<file path="config.mk">
export PLATFORM = sky130hd
export DESIGN_NAME = hpd_front
export DESIGN_NICKNAME = d
export VERILOG_FILES = /design/src/sv/hpd_pkg.sv /design/src/sv/hpd_front.sv
export SDC_FILE = /design/constraint.sdc
export NUM_CORES = 1
export LEC_CHECK = 0
export ABC_AREA = 1
export BUFFER_PORTS_ARGS = -buffer_cell sky130_fd_sc_hd__buf_2
export CELL_PAD_IN_SITES_DETAIL_PLACEMENT = 1
export CELL_PAD_IN_SITES_GLOBAL_PLACEMENT = 2
export CORE_MARGIN = 4
export CORE_UTILIZATION = 37
export CTS_CLUSTER_SIZE = 10
export DETAILED_ROUTE_END_ITERATION = 10
export GPL_ROUTABILITY_DRIVEN = 0
export HOLD_SLACK_MARGIN = 0.02
export PLACE_DENSITY_LB_ADDON = 0.1
export SETUP_SLACK_MARGIN = 0.02
export SLEW_MARGIN = 5
export SYNTH_ARGS = -nofsm -noshare
export SYNTH_HDL_FRONTEND = slang
export SYNTH_SLANG_ARGS = --single-unit
</file>
<file path="constraint.sdc">
create_clock -name clk -period 6.37 [get_ports clk]
set_input_delay 1.274 -clock clk [delete_from_list [all_inputs] [get_ports clk]]
set_output_delay 1.274 -clock clk [all_outputs]
set_load 0.01 [all_outputs]
</file>
<file path="src/sv/hpd_pkg.sv">
// Shared types, field widths and codes for the HPACK dynamic table.
// Used by hpd_front, hpd_back and hpack_dynamic_table; depends on nothing.
`default_nettype none

package hpd_pkg;

	// Field widths of the stream payloads
	localparam int FUNC_W   = 2;
	localparam int SIZE_W   = 13;
	localparam int HANDLE_W = 32;
	localparam int IDX_W    = 8;
	localparam int NCAP_W   = 13;
	localparam int STATUS_W = 2;
	localparam int EVICT_W  = 8;
	localparam int COUNT_W  = 8;
	localparam int BYTES_W  = 13;

	localparam int IN_DATA_RAW  = SIZE_W + HANDLE_W + IDX_W + NCAP_W;
	localparam int IN_DATA_W    = ((IN_DATA_RAW + 7) / 8) * 8;
	localparam int IN_USER_W    = FUNC_W;
	localparam int OUT_DATA_RAW = HANDLE_W + SIZE_W + EVICT_W + COUNT_W + BYTES_W;
	localparam int OUT_DATA_W   = ((OUT_DATA_RAW + 7) / 8) * 8;
	localparam int OUT_USER_W   = STATUS_W;

	// Table limits
	localparam int DEF_MAX_ENTRIES = 128;
	localparam int MAX_CAPACITY    = 4096;
	localparam int HANDLE_BITS     = 32;
	localparam int CAP_W           = $clog2(MAX_CAPACITY + 1);
	localparam int ACC_W           = ((SIZE_W > CAP_W) ? SIZE_W : CAP_W) + 1;
	localparam int HANDLE_KEEP_W   = (HANDLE_BITS < HANDLE_W) ? HANDLE_BITS : HANDLE_W;

	// Depth of the request queue between front and back
	localparam int CMDQ_DEPTH = 2;

	// Operation codes on the input stream
	localparam logic [FUNC_W-1:0] FUNC_ADD    = 2'd0;
	localparam logic [FUNC_W-1:0] FUNC_GET    = 2'd1;
	localparam logic [FUNC_W-1:0] FUNC_RESIZE = 2'd2;

	typedef enum logic [1:0] {
		ST_OK        = 2'd0,
		ST_BAD_INDEX = 2'd1,
		ST_TOO_LARGE = 2'd2,
		ST_CAP_HIGH  = 2'd3
	} status_t;

	// Request kinds after classification in the front
	typedef enum logic [2:0] {
		OP_NOP,
		OP_ADD,
		OP_GET,
		OP_GET_BAD,
		OP_RESIZE,
		OP_CLEAR,
		OP_RESIZE_BAD
	} op_t;

	typedef enum logic {
		BK_IDLE,
		BK_RUN
	} bk_state_t;

	typedef struct packed {
		op_t                      op;
		logic [SIZE_W-1:0]        esize;
		logic [HANDLE_KEEP_W-1:0] handle;
		logic [IDX_W-1:0]         index;
		logic [CAP_W-1:0]         ncap;
	} cmd_t;

	typedef struct packed {
		status_t             status;
		logic [HANDLE_W-1:0] handle;
		logic [SIZE_W-1:0]   size;
		logic [EVICT_W-1:0]  evicted;
		logic [COUNT_W-1:0]  count;
		logic [BYTES_W-1:0]  bytes;
	} res_t;

endpackage

`default_nettype wire

</file>
<file path="src/sv/hpd_front.sv">
// Front end: classifies incoming requests and holds them in a short queue.
// Depends on hpd_pkg.
`default_nettype none

module hpd_front (
	input  logic                        clk,
	input  logic                        arst_n,
	input  logic                        in_valid,
	output logic                        in_ready,
	input  logic [hpd_pkg::FUNC_W-1:0]  func,
	input  logic [hpd_pkg::SIZE_W-1:0]  entry_size,
	input  logic [hpd_pkg::HANDLE_W-1:0] entry_handle,
	input  logic [hpd_pkg::IDX_W-1:0]   entry_index,
	input  logic [hpd_pkg::NCAP_W-1:0]  new_capacity,
	output logic                        cq_valid,
	input  logic                        cq_ready,
	output hpd_pkg::cmd_t               cq_cmd
);
	import hpd_pkg::*;

	localparam int QP_W = (CMDQ_DEPTH > 1) ? $clog2(CMDQ_DEPTH) : 1;
	localparam int QC_W = $clog2(CMDQ_DEPTH + 1);

	cmd_t            dec_cmd;
	cmd_t            q_mem [CMDQ_DEPTH];
	logic [QP_W-1:0] wr_ptr_q;
	logic [QP_W-1:0] rd_ptr_q;
	logic [QC_W-1:0] fill_q;
	logic            push;
	logic            pop;

	always_comb begin
		dec_cmd.esize  = entry_size;
		dec_cmd.handle = entry_handle[HANDLE_KEEP_W-1:0];
		dec_cmd.index  = entry_index;
		dec_cmd.ncap   = CAP_W'(new_capacity);
		case (func)
			FUNC_ADD: begin
				dec_cmd.op = OP_ADD;
			end
			FUNC_GET: begin
				dec_cmd.op = (entry_index == '0) ? OP_GET_BAD : OP_GET;
			end
			FUNC_RESIZE: begin
				if (32'(new_capacity) > 32'(MAX_CAPACITY))
					dec_cmd.op = OP_RESIZE_BAD;
				else if (new_capacity == '0)
					dec_cmd.op = OP_CLEAR;
				else
					dec_cmd.op = OP_RESIZE;
			end
			default: begin
				dec_cmd.op = OP_NOP;
			end
		endcase
	end

	assign in_ready = (fill_q != QC_W'(CMDQ_DEPTH));
	assign cq_valid = (fill_q != '0);
	assign cq_cmd   = q_mem[rd_ptr_q];
	assign push     = in_valid && in_ready;
	assign pop      = cq_valid && cq_ready;

	always_ff @(posedge clk) begin
		if (push)
			q_mem[wr_ptr_q] <= dec_cmd;
	end

	always_ff @(posedge clk or negedge arst_n) begin
		if (!arst_n) begin
			wr_ptr_q <= '0;
			rd_ptr_q <= '0;
			fill_q   <= '0;
		end else begin
			if (push)
				wr_ptr_q <= (wr_ptr_q == QP_W'(CMDQ_DEPTH - 1)) ? '0 : wr_ptr_q + 1'b1;
			if (pop)
				rd_ptr_q <= (rd_ptr_q == QP_W'(CMDQ_DEPTH - 1)) ? '0 : rd_ptr_q + 1'b1;
			if (push && !pop)
				fill_q <= fill_q + 1'b1;
			else if (pop && !push)
				fill_q <= fill_q - 1'b1;
		end
	end

endmodule

`default_nettype wire

</file>
==> After elaboration in Yosys (flattened, before gate mapping) <==
Memory sizes are Yosys's and may differ from the RTL's.
Index checks and enable logic that the tools add are counted.
{ "totals": {"ff_bits": 4, "word_cells": 33, "output_inout_bits": 71, "n_memories": 1, "mem_bits_rw": 138} }
{ "memory_table": {"columns": ["name", "words", "width", "read_ports", "rd_ports_with_merged_regs", "write_ports", "line_no", "text"], "rows": [
  ["q_mem", 2, 69, 1, 0, 1, "hpd_front.sv:25", "cmd_t q_mem [CMDQ_DEPTH];"]
]} }
{ "classes": {"n_addsub": 4, "n_mux": 10, "eq_ne": 3, "magnitude_cmp": 1, "n_reduce_logical": 11} }
{ "ops": {"columns": ["operator", "count"], "rows": [
  ["$gt A13 B13 Y1 const B", 1],
  ["$logic_not A13 Y1", 1],
  ["$pmux W3 S3", 1],
  ["$logic_not A8 Y1", 1],
  ["$mux W1", 6],
  ["$mux W2", 3],
  ["$logic_and A1 B1 Y1", 4],
  ["$reduce_bool A2 Y1", 2],
  ["$add A1 B1 Y1 const B", 2],
  ["$add A2 B1 Y2 const B", 1],
  ["$eq A2 B1 Y1 const B", 1],
  ["$eq A2 B2 Y1 const B", 1],
  ["$logic_not A1 Y1", 2],
  ["$logic_not A2 Y1", 1],
  ["$ne A2 B2 Y1 const B", 1],
  ["$sub A2 B1 Y2 const B", 1]
]} }

==> Logic depth before layout (Yosys ltp) <==
Gate-level depths: netlist of the first run.
{ "logic_depth": {"word_depth": 6, "mapped_depth": 9, "ltp_nobuf": 9} }

==> Worst setup path before layout of the first run <==
No wires, ideal clock.
{ "synth_timing": {"path_type": "input port to flip-flop", "start": "in in_valid", "end": "mem q_mem[1][0] (netlist bit), enable pin", "t_arrival_ps": 4248, "path_stages": 2, "setup_ps": 498, "setup_slack_ps": 1624, "cell_sequence": "nand2_2 nor2_1"} }
{ "synth_between": {"elab_chain_cells": 3} }
{ "synth_rtl": {"columns": ["element", "line_no", "text"], "rows": [
  ["from (decl)", "hpd_front.sv:8", "input logic in_valid,"],
  ["$logic_and A1 B1 Y1", "hpd_front.sv:61", "assign push = in_valid && in_ready;"],
  ["$mux W1", "hpd_front.sv:65", "if (push)"],
  ["$mux W1 (implied by the code)", "hpd_front.sv:66", "q_mem[wr_ptr_q] <= dec_cmd;"],
  ["to (decl)", "hpd_front.sv:25", null]
]} }
No other way between the ends.

==> flow_metrics.env, run 1 <==
export IMPL_drive_gt1_share_pct=31.3
export IMPL_post_drt_wl_per_cell_um=15.8
export IMPL_fmax_mhz=302
export IMPL_switching_power_mw=1.09
export IMPL_synth_seq_cells=142
export IMPL_drv_cap=0
export IMPL_grt_pass1_vias=3749
export IMPL_crit_slowest_cell="inv_4"
export IMPL_syn_nets=490
export IMPL_die_h_um=128
export IMPL_period_minus_slack_ns=3.31
export IMPL_grt_pass1_wl_mm=18.7
export IMPL_clkLatencyLatePin_ns=0.41
export IMPL_antenna_cells=0
export IMPL_cts_tree="built"
export IMPL_ir_worst_vdd_mv=0.266
export IMPL_final_hold_violation_count=0
export IMPL_cts_hold_buffers=0
export IMPL_io_pins=143
export IMPL_grt_max_degree=71
export IMPL_relSlewSlack_pct=31.8
export IMPL_yosysTopAreaCellShare_pct=77.2
export IMPL_area_delta_synth_final_pct=27.2
export IMPL_cp_start_kind="flop"
export IMPL_io_buffers=142
export IMPL_cts_root_buf="clkbuf_16"
export IMPL_yosysUniqueCellTypes=16
export IMPL_initial_core_util_pct=38.2
export IMPL_combPwrFrac_pct=29.1
export IMPL_synth_avg_cell_area_um2=12.9
export IMPL_yosysTopAreaCell="edfxtp_1"
export IMPL_worstPathCellList="inv_4 > nand2_1 > nand2_1 > buf_2"
export IMPL_finalClockSkew_ns=0.0113
export IMPL_status="complete, no violations"
export IMPL_postRouteWirelength_mm=12.0
export IMPL_antenna_found_initial=0
export IMPL_cp_max_fo=70
export IMPL_drc_errors=0
export IMPL_cts_setup_buffers=0
export IMPL_dr_pass1_iters=6
export IMPL_swShare_pct=33.1
export IMPL_critPathMostFrequentCell="nand2_1"
export IMPL_setup_viol=0
export IMPL_cp_arrival_ns=2.03
export IMPL_die_w_um=128
export IMPL_rows=43
export IMPL_via_per_inst=4.47
export IMPL_critical_path_required_ns=5.10
export IMPL_core_area_um2=14000
export IMPL_n_fill_cell=1554
export IMPL_hpwlAfterDp_mm=8.11
export IMPL_grt_overflow=0
export IMPL_leakage_nw=2.95
export IMPL_grt_setup_unrepaired="no"
export IMPL_setup_tns_ns=0
export IMPL_via_count=3396
export IMPL_crit_path_end_kind="output pin"
export IMPL_die_area_um2=16500
export IMPL_track_usage_pct=15.1
export IMPL_p_clk_share_pct=29.8
export IMPL_cpPeakStageDelay_ns=0.62
export IMPL_drtIter0Drc=171
export IMPL_power_sequential_fraction_pct=41.1
export IMPL_yosysWarnings=0
export IMPL_yosysSeqAreaShare_pct=79.0
export IMPL_numCtsBuffers=17
export IMPL_cts_sinks=142
export IMPL_final_net_count=639
export IMPL_p_per_area_nw_per_um2=482
export IMPL_cts_max_level=4
export IMPL_synth_area_top_cells="edfxtp_1 (77%), nand2_1 (16%), dfrtp_1 (1.9%)"
export IMPL_cts_resized_gates=0
export IMPL_min_path_type="reg -> reg"
export IMPL_intPower_mw=2.20
export IMPL_crit_type="reg -> out"
export IMPL_whs_ns=0.507
export IMPL_synth_area_um2=5370
export IMPL_clkTransAtPathRegs_ns=0.06
export IMPL_drv_slew=0
export IMPL_syn_inst=417
export IMPL_worst_pin_slew_ns=1.02
export IMPL_finalCritPeriodShare_pct=51.9
export IMPL_clk_path_buf_depth=2
export IMPL_antenna_left=0
[worst max-delay path: cells and delay by family, from the launching register on]
family	cells	cell delay, ns
buffers and inverters	2	0.77
DFF	1	0.56
and+or+nand+nor	2	0.27
[synthesized netlist by cell type (all sizes together)]
| cell type | n |
|---|---|
| nand2 | 223 |
| edfxtp | 138 |
| nor2 | 21 |
| buf | 15 |
| inv | 9 |
| dfrtp | 4 |
| nand3 | 2 |
| xor2 | 2 |
| and3 | 1 |
| ha | 1 |
| xnor2 | 1 |
[metal layers]
layer	global-route usage (%)	part of all wire [%]	up-vias	wire [um]
li1	-	-	1683	-
met2	27.2	53	82	6400
met5	0	0	-	0
met4	5.68	0.99	0	119
met1	16.9	40	1622	4820
met3	4.36	5.5	9	665
[sequential cells by signal (all words and copies together), names as in the netlist]
name and count:
fill_q 2, q_mem 138, rd_ptr_q 1, wr_ptr_q 1
[layout by cell type (no fill, tap or decap)]
cell and instances:
and3_1 1, edfxtp_1 138, clkbuf_1 1, xor2_1 2, nor2_4 2, clkinv_4 5, xnor2_1 1, inv_4 1
clkinv_2 2, nand2_2 1, bufinv_16 3, inv_2 1, buf_2 142, dfrtp_2 1, nand3_1 2, dfrtp_1 3
inv_1 7, clkbuf_16 17, clkinvlp_4 3, nor2_1 19, buf_4 3, nand2_1 222, clkinv_1 1, ha_1 1
[final timing paths]
path                       depth (start not counted)  startpoint           end  slack [ns]
hold / removal                                     1   fill_q[0]     fill_q[0]        0.51
setup reg to reg                                   5   fill_q[0]  q_mem[1][13]        3.96
min in group asynchronous                          1      arst_n      wr_ptr_q        0.66
max in group asynchronous                          1      arst_n      rd_ptr_q        5.57
hold reg to reg                                    1   fill_q[0]     fill_q[0]        0.51
setup / recovery                                   4    rd_ptr_q    cq_cmd[67]        3.06
[power groups by stage]
| stage | clock [mW] | sequential [mW] | combinational (mW) |
|---|---|---|---|
| detailed placement | 0 | 1.37 | 0.996 |
| floorplan | 0 | 1.36 | 0.620 |
| global placement | 0 | 1.36 | 0.975 |
| CTS | 1.00 | 1.35 | 1.00 |
| global route | 1.05 | 1.37 | 1.08 |
| finish | 0.981 | 1.35 | 0.957 |
[stage by stage]
stage / area, um2 / cells / total power, mW / utilization (%) / worst slack (ns)
after floorplan: 5370 / 417 / 1.98 / - / 1.62
after global placement: 6230 / 727 / 2.34 / 44.4 / 3.12
after detailed placement: 6230 / 727 / 2.37 / 44.4 / 3.07
after CTS: 6830 / 759 / 3.36 / 48.6 / 3.00
after global routing: 6830 / 759 / 3.51 / 48.6 / 2.88
final: 6830 / 759 / 3.29 / 48.6 / 3.06
[area by class of cell]
class / instances / area, um2 / share of cell area [%]
clock inverters: 14 / 170 / 2.49
multi-input cells: 251 / 988 / 14.5
repair buffers: 145 / 733 / 10.7
well taps: 180 / 225 / 3.30
flip-flops and latches: 142 / 4250 / 62.2
inverters: 9 / 36.3 / 0.531
clock buffers: 18 / 429 / 6.29
[cells by family after synthesis]
family                     Yosys count  share of synthesized area (%)
adders and majority gates            1                          0.233
xor gates and xnor gates             3                          0.489
buffers and inverters               24                           2.82
and+or+nand+nor                    247                           17.4
DFF                                142                           79.0
(Power assumes the default switching activity.)
==> run 2, diff against run 1 <==
--- a/config.mk
+++ b/config.mk
@@ -5,12 +5,12 @@
 export SDC_FILE = /design/constraint.sdc
 export NUM_CORES = 1
 export LEC_CHECK = 0
-export ABC_AREA = 1
+export ABC_AREA = 0
 export BUFFER_PORTS_ARGS = -buffer_cell sky130_fd_sc_hd__buf_2
 export CELL_PAD_IN_SITES_DETAIL_PLACEMENT = 1
 export CELL_PAD_IN_SITES_GLOBAL_PLACEMENT = 2
 export CORE_MARGIN = 4
-export CORE_UTILIZATION = 37
+export CORE_UTILIZATION = 38
 export CTS_CLUSTER_SIZE = 10
 export DETAILED_ROUTE_END_ITERATION = 10
 export GPL_ROUTABILITY_DRIVEN = 0
==> constraint.sdc (replaced) <==
create_clock -name clk -period 3.4 [get_ports clk]
set_input_delay 0.68 -clock clk [delete_from_list [all_inputs] [get_ports clk]]
set_output_delay 0.68 -clock clk [all_outputs]
set_load 0.01 [all_outputs]
==> run 2 against run 1 <==
Die area fell by 3.7%. Critical path type unchanged. Area after synthesis fell by 1.4%. Utilization rose by 1.3 points. Sequential cell count did not move. Combinational power rose by 64%. Clock-buffer cell count rose by 1.
==> flow_metrics.env, run 2 <==
export IMPL_status="complete, no violations"
export IMPL_grt_overflow=0
export IMPL_grt_max_degree=70
export IMPL_grt_pass1_vias=3089
export IMPL_grt_pass1_wl_mm=16.1
export IMPL_clk_path_buf_depth=2
export IMPL_final_core_utilization_pct=49.9
export IMPL_die_w_um=126
export IMPL_cts_setup_buffers=0
export IMPL_crit_slowest_cell="dfrtp_4"
export IMPL_numCtsBuffers=17
export IMPL_antenna_left=0
export IMPL_hpwlAfterDp_mm=6.90
export IMPL_period_minus_slack_ns=2.71
export IMPL_die_area_um2=15900
export IMPL_clkLatencyLatePin_ns=0.41
export IMPL_largest_reg_flops=138
export IMPL_initial_core_util_pct=39.4
export IMPL_final_net_count=475
export IMPL_synth_edf_count=138
export IMPL_fmax_mhz=370
export IMPL_final_common_cell="buf_2"
export IMPL_yosysTopAreaCellShare_pct=78.3
export IMPL_drv_cap=0
export IMPL_syn_inst=244
export IMPL_synth_area_um2=5290
export IMPL_yosysTopAreaCell="edfxtp_1"
export IMPL_yosysWarnings=0
export IMPL_crit_family="flip-flops"
export IMPL_synth_most_common_cell="edfxtp_1"
export IMPL_finalCritPeriodShare_pct=79.6
export IMPL_grt_setup_unrepaired="no"
export IMPL_drive_gt1_share_pct=59.9
export IMPL_rows=42
export IMPL_synth_seq_cells=142
export IMPL_cp_start_kind="flop"
export IMPL_finalClockSkew_ns=0.00447
export IMPL_io_pins=143
export IMPL_cp_max_fo=37
export IMPL_antenna_found_initial=0
export IMPL_cts_max_level=4
export IMPL_drv_slew=0
export IMPL_cts_tree="built"
export IMPL_yosysUniqueCellTypes=21
export IMPL_core_area_um2=13500
export IMPL_cts_resized_gates=0
export IMPL_register_area_um2=4250
export IMPL_cp_arrival_ns=2.03
export IMPL_drtIter0Drc=114
export IMPL_r2r_cells=2
export IMPL_top_regs="q_mem: 138 flops, fill_q: 2 flops"
export IMPL_setup_tns_ns=0
export IMPL_antenna_cells=0
export IMPL_via_count=2735
export IMPL_critPathBufInv=2
export IMPL_min_path_type="in -> async"
export IMPL_critical_path_required_ns=2.72
export IMPL_n_fill_cell=1296
export IMPL_ir_worst_vdd_mv=0.376
export IMPL_leakage_nw=2.51
export IMPL_syn_nets=317
export IMPL_io_buffers=142
export IMPL_yosysSeqAreaShare_pct=80.2
export IMPL_cts_sinks=142
export IMPL_multi_input_area_um2=972
export IMPL_async_flop_share_pct=2.82
export IMPL_finalPower_mw=5.77
export IMPL_die_h_um=126
export IMPL_track_usage_pct=13.5
export IMPL_top_register="q_mem"
export IMPL_worstPathCellList="buf_4 > mux2_2 > buf_2"
export IMPL_final_hold_violation_count=0
export IMPL_clkTransAtPathRegs_ns=0.05
export IMPL_dr_pass1_iters=4
export IMPL_area_delta_synth_final_pct=26.9
export IMPL_cts_hold_buffers=0
export IMPL_synth_avg_cell_area_um2=21.7
export IMPL_synth_area_top_cells="edfxtp_1 (78%), mux2_2 (15%), dfrtp_1 (1.9%)"
export IMPL_relSlewSlack_pct=33.2
export IMPL_cts_root_buf="clkbuf_16"
export IMPL_crit_path_end_kind="output pin"
export IMPL_drc_errors=0
export IMPL_p_per_area_nw_per_um2=859
export IMPL_via_per_inst=4.64
export IMPL_synth_common_cells="edfxtp_1 (138), mux2_2 (69), buf_6 (7)"
export IMPL_setup_viol=0
export IMPL_layout_common_cells="buf_2 (142), edfxtp_1 (138), mux2_2 (69)"
export IMPL_crit_cells=3
export IMPL_dominantRegCellSynth="edfxtp_1"
export IMPL_post_drt_wl_per_cell_um=17.5
export IMPL_cpPeakStageDelay_ns=0.77
export IMPL_crit_type="reg -> out"
export IMPL_postRouteWirelength_mm=10.3
export IMPL_worst_pin_slew_ns=1.00
## run 2: cell types whose count changed in the layout (fill, tap and decap cells not counted), moves of 4 or more
cell / delta
clkinv_1: +4
clkinv_2: +4
clkinv_4: -5
inv_1: -6
mux2_2: +69
nand2_1: -220
nor2_1: -18
## run 2: path summary, 6_finish.rpt
kind,start,to,slack [ns]
max,rd_ptr_q,cq_cmd[18],0.69
min,arst_n,fill_q[0],0.07
max reg2reg,fill_q[0],q_mem[1][33],1.54
min reg2reg,fill_q[1],fill_q[1],0.49
max in group asynchronous,arst_n,rd_ptr_q,3.19
min in group clk,entry_size[12],q_mem[0][65],0.46
## run 2: worst register-to-register path, delay by kind of cell (launching register included)
| family | cells | cell delay [ns] |
|---|---|---|
| flip-flops | 1 | 0.40 |
| AND/OR/NAND/NOR | 2 | 1.03 |
## run 2: final cells by class
class | instances | share of cell area [%]
Sequential cell | 142 | 63.2
Multi-Input combinational cell | 93 | 14.5
Timing Repair Buffer | 147 | 11.3
Clock buffer | 19 | 6.45
Tap cell | 176 | 3.28
Clock inverter | 12 | 1.17
Inverter | 1 | 0.0559
## run 2: kinds of logic after synthesis
family / count (synthesis) / share of synthesized area, %
flip-flops: 142 / 80.2
multiplexers: 69 / 14.7
AND/OR/NAND/NOR: 15 / 1.91
buffers and inverters: 9 / 1.70
XOR/XNOR: 5 / 0.827
AO/OA/AOI/OAI: 3 / 0.473
adder cells (fa/ha/maj): 1 / 0.236
## run 2: metrics by stage
step / hold WS [ns] / setup WS [ns] / area (um2) / std cells
6_report: 0.0702 / 0.694 / 6720 / 590
5_1_grt: 0.0528 / 0.563 / 6720 / 590
4_1_cts: 0.0529 / 0.610 / 6720 / 590
3_5_place_dp: 0.482 / 1.06 / 6200 / 559
3_3_place_gp: 0.475 / 1.06 / 6200 / 559
2_1_floorplan: 0.384 / 0.405 / 5300 / 244
## run 2: routing by layer
layer	up-vias	part of all wire [%]	routed length [um]	GRT usage (%)
met3	13	7.4	763	5.97
met4	0	1.5	157	6.06
met5	-	0	0	0
li1	1291	-	-	-
met1	1343	40	4130	14.8
met2	88	51	5270	22.6
## run 2: power breakdown
part	leakage (nW)	switching [mW]	internal (mW)
Combinational	0.922	0.817	0.755
Sequential	1.33	0.183	2.40
Clock	0.257	0.635	0.977
